===== config.mk =====
export PLATFORM = sky130hd
export DESIGN_NAME = rcg_ctrl
export DESIGN_NICKNAME = d
export VERILOG_FILES = /design/src/rcg_pkg.sv /design/src/rcg_ctrl.sv
export SDC_FILE = /design/constraint.sdc
export NUM_CORES = 1
export LEC_CHECK = 0
export BUFFER_PORTS_ARGS = -buffer_cell sky130_fd_sc_hd__buf_4
export CAP_MARGIN = 25
export CORE_AREA = 4 4 41 43
export DETAILED_ROUTE_END_ITERATION = 16
export DIE_AREA = 0 0 45 47
export GPL_ROUTABILITY_DRIVEN = 0
export PLACE_DENSITY = 0.51
export SYNTH_ARGS = -nofsm -noshare
export SYNTH_HDL_FRONTEND = slang
export SYNTH_SLANG_ARGS = --single-unit

===== constraint.sdc =====
create_clock -name clock -period 3.4 [get_ports clock]
set_clock_uncertainty 0.2 [all_clocks]
set_input_delay 0.51 -clock clock [delete_from_list [all_inputs] [get_ports clock]]
set_output_delay 0.51 -clock clock [all_outputs]
set_load 0.02 [all_outputs]

===== src/rcg_pkg.sv =====
// Shared types and constants for the Roberts cross gradient block.
// Used by rcg_ctrl, rcg_datapath and roberts_cross_gradient; no dependencies.
package rcg_pkg;

   localparam int DEF_MAX_WIDTH  = 1024;
   localparam int DEF_MAX_HEIGHT = 4096;
   localparam int CSR_WIDTH      = 11;
   localparam logic [CSR_WIDTH-1:0] WIDTH_RESET = 11'd1024;

   localparam int PIX_W  = 8;
   localparam int GRAD_W = 9;
   localparam int ROW_W  = 12;
   localparam int COL_W  = 10;
   localparam int MAG_W  = 13;
   localparam int SQ_W   = 17;
   localparam int RAD_W  = 25;

   typedef enum logic [2:0] {
      ST_IDLE,
      ST_READ,
      ST_DIFF,
      ST_SQUARE,
      ST_SUM,
      ST_ROOT,
      ST_ROUND,
      ST_EMIT
   } state_type;

   typedef struct packed {
      logic load;
      logic read;
      logic diff;
      logic square;
      logic sum;
      logic step;
      logic round;
      logic advance;
   } cmd_type;

   typedef struct packed {
      logic has_result;
      logic root_done;
      logic last_result;
   } status_type;

endpackage


===== src/rcg_ctrl.sv =====
// Sequencer for the Roberts cross gradient block.
// Depends on rcg_pkg; drives rcg_datapath through cmd_type and reads status_type.
module rcg_ctrl
   import rcg_pkg::*;
(
   input  logic       clock,
   input  logic       reset,
   input  logic       req_valid,
   output logic       req_ready,
   output logic       rsp_valid,
   input  logic       rsp_ready,
   input  status_type status,
   output cmd_type    cmd
);

   state_type state_ff, state_in;

   always_ff @(posedge clock) begin
      if (reset) begin
         state_ff <= ST_IDLE;
      end else begin
         state_ff <= state_in;
      end
   end

   always_comb begin
      state_in = state_ff;
      unique case (state_ff)
         ST_IDLE: begin
            if (req_valid) state_in = ST_READ;
         end
         ST_READ:   state_in = ST_DIFF;
         ST_DIFF: begin
            state_in = status.has_result ? ST_SQUARE : ST_IDLE;
         end
         ST_SQUARE: state_in = ST_SUM;
         ST_SUM:    state_in = ST_ROOT;
         ST_ROOT: begin
            if (status.root_done) state_in = ST_ROUND;
         end
         ST_ROUND:  state_in = ST_EMIT;
         ST_EMIT: begin
            if (rsp_ready && status.last_result) state_in = ST_IDLE;
         end
         default:   state_in = ST_IDLE;
      endcase
   end

   always_comb begin
      cmd       = '0;
      req_ready = 1'b0;
      rsp_valid = 1'b0;
      unique case (state_ff)
         ST_IDLE: begin
            req_ready = 1'b1;
            cmd.load  = req_valid;
         end
         ST_READ:   cmd.read   = 1'b1;
         ST_DIFF:   cmd.diff   = 1'b1;
         ST_SQUARE: cmd.square = 1'b1;
         ST_SUM:    cmd.sum    = 1'b1;
         ST_ROOT:   cmd.step   = 1'b1;
         ST_ROUND:  cmd.round  = 1'b1;
         ST_EMIT: begin
            rsp_valid   = 1'b1;
            cmd.advance = rsp_ready;
         end
         default: begin
            cmd = '0;
         end
      endcase
   end

endmodule


Yosys cells after proc, flatten, opt, wreduce, memory -nomap -nowiden
Index checks and enable logic that the tools add are counted.
Storage, ports and cells
  register bits: 3
  latch bits: 0
  bits in writable memories: 0
  ROM bits: 0
  input port bits: 7
  output and inout port bits: 10
  logic and storage cells: 29
  memories: 0
Operators by class
  $add $sub $neg: 0
  multipliers: 0
  div/mod/pow operators: 0
  order comparisons: 0
  eq/ne operators: 10
  shifts and indexed selects: 0
  muxes and demuxes: 15
  bitwise gates (word level): 0
  reduce and logical (&&, ||, !) cells: 3
Operators with widths (count)
  3-bit case mux with 8 select lines: 1
  3-bit equality test, second input constant: 4
  1-bit two-way mux: 10
  3-bit two-way mux: 3
  3-bit by 2-bit equality test with 1-bit output, second input constant: 2
  2-bit != test, second input constant: 3
  3-bit by 1-bit equality test with 1-bit output, second input constant: 1
  3-bit zero test: 1
  3-bit AND reduction: 1
  2-bit two-way mux: 1
  1-bit logical AND: 1

Longest topological paths before layout
Gate-level depths: netlist of run 1.
  depth after elaboration: 3
  mapped depth: 4
  mapped depth without buffers: 3

Worst setup path before layout of run 1
OpenSTA, ideal clock, no wires.
  path kind: register -> output
  start: register state_ff[0]
  end: output port cmd[7] (netlist name)
  arrival time: 1.291 ns
  slack: 1.399 ns
  cell stages (with the launch flop): 4
  path buffers: 1
  cells stage by stage: dfxtp_1 > buf_2 > nor3_1 > and2_1
RTL lines
  start, declared: line rcg_ctrl.sv:16  | state_type state_ff, state_in;
  start signal, assigned: line rcg_ctrl.sv:22  | state_ff <= state_in;
  end, declared: line rcg_ctrl.sv:13  | output cmd_type cmd

==> results.ini, run 1 <==
[status]
run_status = finished, final reports clean

[setup_path]
worst-r2r-cell-count = 3
cp_max_fo = 14
crit_family = flip-flops
crit_path_start_kind = register
arrival_ns = 1.28
cp.depth = 3
r2r-start = state_ff[1]
cpPeakStageDelay_ns = 0.54
critical_path_required_ns = 2.69
crit_buf_inv = 1
crit_type = register to output pin
crit_chain = and3_2, and2_1, buf_4
crit_path_start = state_ff[1]
cp_slowest_cell = dfxtp_1
crit_path_end_kind = output pin

[detailed_routing]
post_drt_wl_per_cell_um = 9.723
drc = 0
dr.pass1.iters = 2
ant_nets = 0
viasPerCell = 4.308
routed_wl_um = 632
num_vias = 280
drtIter0Drc = 6

[cells_and_area]
finalNonFillerCells = 65
fin_area_sq_um = 400.4
diodes = 0
area_growth_pct = 54.59
fin_util_pct = 30.77
regMostFlops = state_ff
top_regs = state_ff (3)
fin_nets = 58
largest_reg_flops = 3
layout-drive-gt1-share_pct = 48.00

[global_route]
antenna_found_initial = 0
grt_max_degree = 15
grt_pass1_wl_um = 1035
grt_use_total_pct = 6.946
grt_overflow = 0
grt_pass1_vias = 250

[logic_synthesis]
synth_nets = 40
synth_area_sq_um = 259.0
yosys_warnings = 0
yosys.area.top_type = dfxtp_1
ys_ff_latch = 3
synth_cell_type_count = 20
synthTopCellsByArea = dfxtp_1 (23%), and3b_2 (7.7%), nand3_1 (7.7%), and2_1 (7.2%), a221oi_2 (5.8%)
ys_seq_area_share_pct = 23.19
avgSynthCellArea_sq_um = 7.848
synthCells = 33
yosysTopAreaCellShare_pct = 23.19

[clock_network]
clkSinkCount = 3
cts_tree = built
clkTransAtPathRegs_ns = 0.03
post_cts_buffers = 0
cts_resized = 0
cts_made_buffers = 3
htreeDepth = 1
cts-hold-fix-buffers = 0
root_buffer = clkbuf_4
clk-insertion-delay-late_ns = 0.23
cts_buffer_depth = 2

[power_and_ir_drop]
clockPowerShare_pct = 36.5
power_frac_comb_pct = 32.7
leakagePower_nw = 0.1791
swShare_pct = 33.21
switchingPower_uw = 55.32
peakVddDrop_uv = 191.0
p_total_uw = 166.6
intPower_uw = 111.3
power_density_nw_per_um2 = 416.0
power_frac_seq_pct = 30.8

[place]
place_hpwl_um = 481.2
place_inst = 61
io_buffer_count = 16
place_ws_ns = 1.638
placed_area_sq_um = 374.1

[worst_hold_path]
hold_depth = 2
holdCritStartpoint = reset
worst_hold_path_type = input port to register

[flow_run]
maxCapViolCount = 0

[sta]
whs_ns = 0.2635
worst_pin_slew_ns = 0.3869
worst_slack_ns = 1.406
period_share_pct = 58.64
slew_headroom_pct = 74.17
hold_violations = 0
setup_viol = 0
report.final.slew_viol_count = 0
rsz0062_at_grt = no
min_period_ns = 1.994
fmax_mhz = 501.6
tns_ns = 0

[floorplan]
core_sq_um = 1301
design.die.area_sq_um = 2115
boundaryPins = 17
initial_core_util_pct = 19.90
die_h_um = 47
row_count = 13
die_x_um = 45

-- cell usage after synthesis (all sizes together) --
cell type,n
nor3,2
and3b,2
and2,3
nor2b,1
nor3b,2
nor2,3
a21oi,2
nand2,1
a221oi,1
o21ai,1
buf,3
mux2i,1
dfxtp,3
nand2b,2
and3,1
nand3,4
a211oi,1
-- cell type report --
class                      instances  area, sq um
tap                               15        18.77
clock buffer                       4        26.28
timing repair buffer              16        120.1
sequential                         3        60.06
fill                             150        900.9
multi-input combinational         27        175.2
-- power by group through the flow --
stage | Sequential [mW] | Combinational (mW) | Clock, mW
final | 0.0513 | 0.0545 | 0.0608
after global routing | 0.0539 | 0.0591 | 0.0674
after CTS | 0.0511 | 0.0552 | 0.0643
after detailed placement | 0.0517 | 0.0550 | 0
after global placement | 0.0516 | 0.0557 | 0
after floorplan | 0.0430 | 0.0434 | 0
-- cells by family (layout without fill, tap and decap cells) --
| kind of cell | count (synthesis) | after routing | share of synthesized area [%] |
|---|---|---|---|
| compound gates | 5 | 5 | 14.49 |
| simple gates | 21 | 21 | 49.28 |
| mux | 1 | 1 | 3.865 |
| flops | 3 | 3 | 23.19 |
| buf+inv | 3 | 20 | 9.178 |
-- per-layer routing --
| layer | routed length [um] | global-route usage (%) |
|---|---|---|
| met3 | 43 | 3.831 |
| met5 | 0 | 0 |
| met4 | 0 | 3.509 |
| met2 | 319 | 9.887 |
| met1 | 270 | 8.390 |
-- placed cells by master, fill, tap and decap left out --
cell type / synthesis / routed
dfxtp_1: 3 / 3
nand3_1: 4 / 4
clkbuf_1: 0 / 1
nor2b_1: 1 / 1
and2_1: 3 / 3
nand2_1: 1 / 1
and3b_2: 2 / 2
nor3b_1: 2 / 2
buf_4: 1 / 16
a21oi_1: 2 / 2
a211oi_1: 1 / 1
and3_2: 1 / 1
nand2b_2: 1 / 1
o21ai_0: 1 / 1
nand2b_1: 1 / 1
mux2i_1: 1 / 1
nor3_1: 2 / 2
a221oi_2: 1 / 1
nor2_1: 3 / 3
clkbuf_4: 0 / 3
-- worst reg2reg max path: cells and delay by family (launching register included) --
kind	cells	cell delay [ns]
AO/OA/AOI/OAI	1	0.29
flip-flops	1	0.54
AND/OR/NAND/NOR	2	0.28
-- path summary, 6_finish.rpt --
check                endpoint  slack, ns
hold reg to reg   state_ff[0]       0.46
setup reg to reg  state_ff[0]       1.99
hold / removal    state_ff[0]       0.26
setup / recovery       cmd[0]       1.41
No activity file was read; power rests on OpenSTA's default activity.
==> run 2: changes to the inputs <==
ABC_AREA = 1   (was default)
PLACE_DENSITY = 0.53   (was 0.51)
clock period = 1.7 ns   (was 3.4 ns; I/O delays follow)
==> run 2 against run 1 <==
  * First-iteration DRC count shrank 33%
  * Via count is 18% higher
  * Power rose by 140%
  * Sequential share of layout area decreased by 0.51 points
  * Clock-buffer cell count unchanged
  * Wire length rose by 12%
  * Setup slack worse by 1.3 ns
  * Flip-flop and latch count unchanged
  * Critical endpoint unchanged
  * Synthesized area is 2.9% higher
  * Highest routed layer unchanged
==> results.ini, run 2 <==
[status]
run_status = finished, final reports clean

[sta]
rsz0062_at_grt = no
setup_viol = 0  ; unchanged
tns_ns = 0  ; unchanged
whs_ns = 0.2615  ; -0.002095 ns
hold_violations = 0  ; unchanged
report.final.slew_viol_count = 0  ; unchanged
fmax_mhz = 647.3
slew_headroom_pct = 88.85  ; +15 points
min_period_ns = 1.545
period_share_pct = 90.87
worst_pin_slew_ns = 0.1656  ; -0.2214 ns

[cells_and_area]
final_cell_mix = buf_4 (16), nand2_1 (10), nor2_1 (10)
fin_util_pct = 33.85  ; +3.1 points
area_growth_pct = 65.26
regMostFlops = state_ff
mostFrequentLayoutCell = buf_4
nFillCells = 158  ; +5.3%
diodes = 0  ; unchanged
largest_reg_flops = 3  ; unchanged
top_regs = state_ff (3)
layout-drive-gt1-share_pct = 38.24  ; -9.8 points
fin_nets = 76  ; +31%

[logic_synthesis]
yosysTopAreaCellShare_pct = 22.54  ; -0.65 points
ys.flop_type = dfxtp_1
synth-edff-count = 0  ; unchanged
avgSynthCellArea_sq_um = 5.552  ; -29%
synth_nets = 55  ; +38%
synthTopCellsByArea = dfxtp_1 (23%), nand2_1 (14%), nor2_1 (14%), inv_1 (13%), nand3_1 (7.5%)
yosys_warnings = 0  ; unchanged
yosys.area.top_type = dfxtp_1
synth_cell_type_count = 17  ; -15%
synth_area_sq_um = 266.5  ; +2.9%
async_reset_ff_share_pct = 0  ; unchanged
synth_commonest_cells = nand2_1 (10), nor2_1 (10), inv_1 (9)
ys_seq_area_share_pct = 22.54  ; -0.65 points
ys_ff_latch = 3  ; unchanged
synthCells = 48  ; +45%

[detailed_routing]
post_drt_wl_per_cell_um = 8.554  ; -12%
drc = 0  ; unchanged
drtIter0Drc = 4  ; -2
routed_wl_um = 710  ; +12%
dr.pass1.iters = 2  ; unchanged
ant_nets = 0  ; unchanged
num_vias = 330  ; +18%
viasPerCell = 3.976  ; -7.7%

[worst_hold_path]
worst_hold_path_type = input port to register

[setup_path]
cp_slowest_cell = dfxtp_2
crit_path_start_kind = register
cp_max_fo = 8  ; -6
critical_path_required_ns = 1.24  ; -1.45 ns
crit_path_end_kind = output pin
crit_family = flip-flops
crit_type = register to output pin
crit_chain = nand2_1, nor3b_1, buf_4
cpPeakStageDelay_ns = 0.38  ; -0.16 ns
crit_buf_inv = 1  ; unchanged
arrival_ns = 1.09  ; -0.19 ns

[power_and_ir_drop]
intPower_uw = 245.3  ; +120%
p_total_uw = 402.0  ; +140%
swShare_pct = 39.00  ; +5.8 points
switchingPower_uw = 156.8  ; +180%
leakagePower_nw = 0.2565  ; +43%
peakVddDrop_uv = 405.4  ; +110%
clockPowerShare_pct = 30.2  ; -6.3 points
power_density_nw_per_um2 = 912.9  ; +120%
power_frac_seq_pct = 25.9  ; -4.9 points
power_frac_comb_pct = 43.8  ; +11 points

[global_route]
antenna_found_initial = 0  ; unchanged
grt_overflow = 0  ; unchanged
grt_use_total_pct = 7.972  ; +1.0 points
grt_pass1_vias = 296  ; +18%
grt_pass1_wl_um = 1166  ; +13%
grt_max_degree = 9  ; -6

[clock_network]
clk-insertion-delay-late_ns = 0.23  ; about the same
htreeDepth = 1  ; unchanged
cts_buffer_depth = 2  ; unchanged
cts_tree = built
clkTransAtPathRegs_ns = 0.03  ; about the same
cts_made_buffers = 3  ; unchanged
clkSinkCount = 3  ; unchanged
root_buffer = clkbuf_4

[floorplan]
die_h_um = 47  ; unchanged
initial_core_util_pct = 20.48  ; +0.58 points
row_count = 13  ; unchanged
die_x_um = 45  ; unchanged
core_sq_um = 1301  ; unchanged
boundaryPins = 17  ; unchanged
design.die.area_sq_um = 2115  ; unchanged

[place]
io_buffer_count = 16  ; unchanged
place_hpwl_um = 594  ; +23%

[flow_run]
maxCapViolCount = 0  ; unchanged

==> run 2: cell types whose count changed in the layout (fill, tap and decap cells not counted), moves of 2 or more <==
cell     previous run  this run
nor2_1              3        10
and3b_2             2         0
nand2_1             1        10
inv_1               0         9
dfxtp_2             0         3
and2_1              3         0
dfxtp_1             3         0
==> run 2: layout make-up <==
| class | count | area [sq um] | area share, % |
|---|---|---|---|
| inverter | 10 | 37.54 | 8.523 |
| multi-input combinational | 34 | 163.9 | 37.22 |
| clock buffer | 4 | 26.28 | 5.966 |
| timing repair buffer | 17 | 130.1 | 29.55 |
| sequential | 3 | 63.81 | 14.49 |
| tap | 15 | 18.77 | 4.261 |
==> run 2: through the flow <==
stage          std cells  worst slack, ns  area [sq um]
6_report              83           0.1552         440.4
2_1_floorplan         48           0.1686         266.5
3_3_place_gp          78           0.3008         400.4
5_1_grt               83          0.05509         440.4
3_5_place_dp          78           0.2792         400.4
4_1_cts               83          0.02876         436.7
==> run 2: what timing repair did <==
item                                    CTS  global route
endpoints found under the setup margin    0             1
resized for setup                         0             3
buffers inserted                          0             0
hold buffers                              1             0
hold endpoints to repair                  2             0
==> run 2: cells by family (layout without fill, tap and decap cells) <==
| group | after synthesis | in the layout | synth area share, % |
|---|---|---|---|
| flip-flops | 3 | 3 | 22.54 |
| AO/OA/AOI/OAI | 3 | 3 | 5.628 |
| AND/OR/NAND/NOR | 31 | 31 | 55.87 |
| buffers and inverters | 11 | 31 | 15.96 |
==> run 2: worst paths after layout <==
kind	start	endpoint	slack (ns)	cells past startpoint
setup / recovery	state_ff[1]	cmd[0]	0.16	3
hold / removal	status[0]	state_ff[1]	0.26	6
hold reg to reg	state_ff[1]	state_ff[1]	0.44	4
setup reg to reg	state_ff[2]	state_ff[1]	0.50	6
==> run 2: power by group through the flow <==
stage	logic, mW	clock network (mW)	registers, mW
2_1_floorplan	0.121	0	0.0914
3_3_place_gp	0.176	0	0.103
3_5_place_dp	0.176	0	0.103
4_1_cts	0.178	0.130	0.102
5_1_grt	0.198	0.139	0.107
6_report	0.176	0.122	0.104
==> run 2: worst register-to-register path, stage by stage (launching register included) <==
cell and delay [ns]:
dfxtp_2 0.34, inv_2 0.14, nand3_1 0.17, nand3_2 0.12, nand2_1 0.05, nand2_1 0.05, nor2_1 0.03
==> run 2: per-layer routing <==
metal	vias up	part of all wire [%]	global-route usage, %
met5	-	0	0
met4	0	0	7.018
met3	0	6.8	3.831
met2	8	43	10.73
met1	135	50	9.297
li1	187	-	-
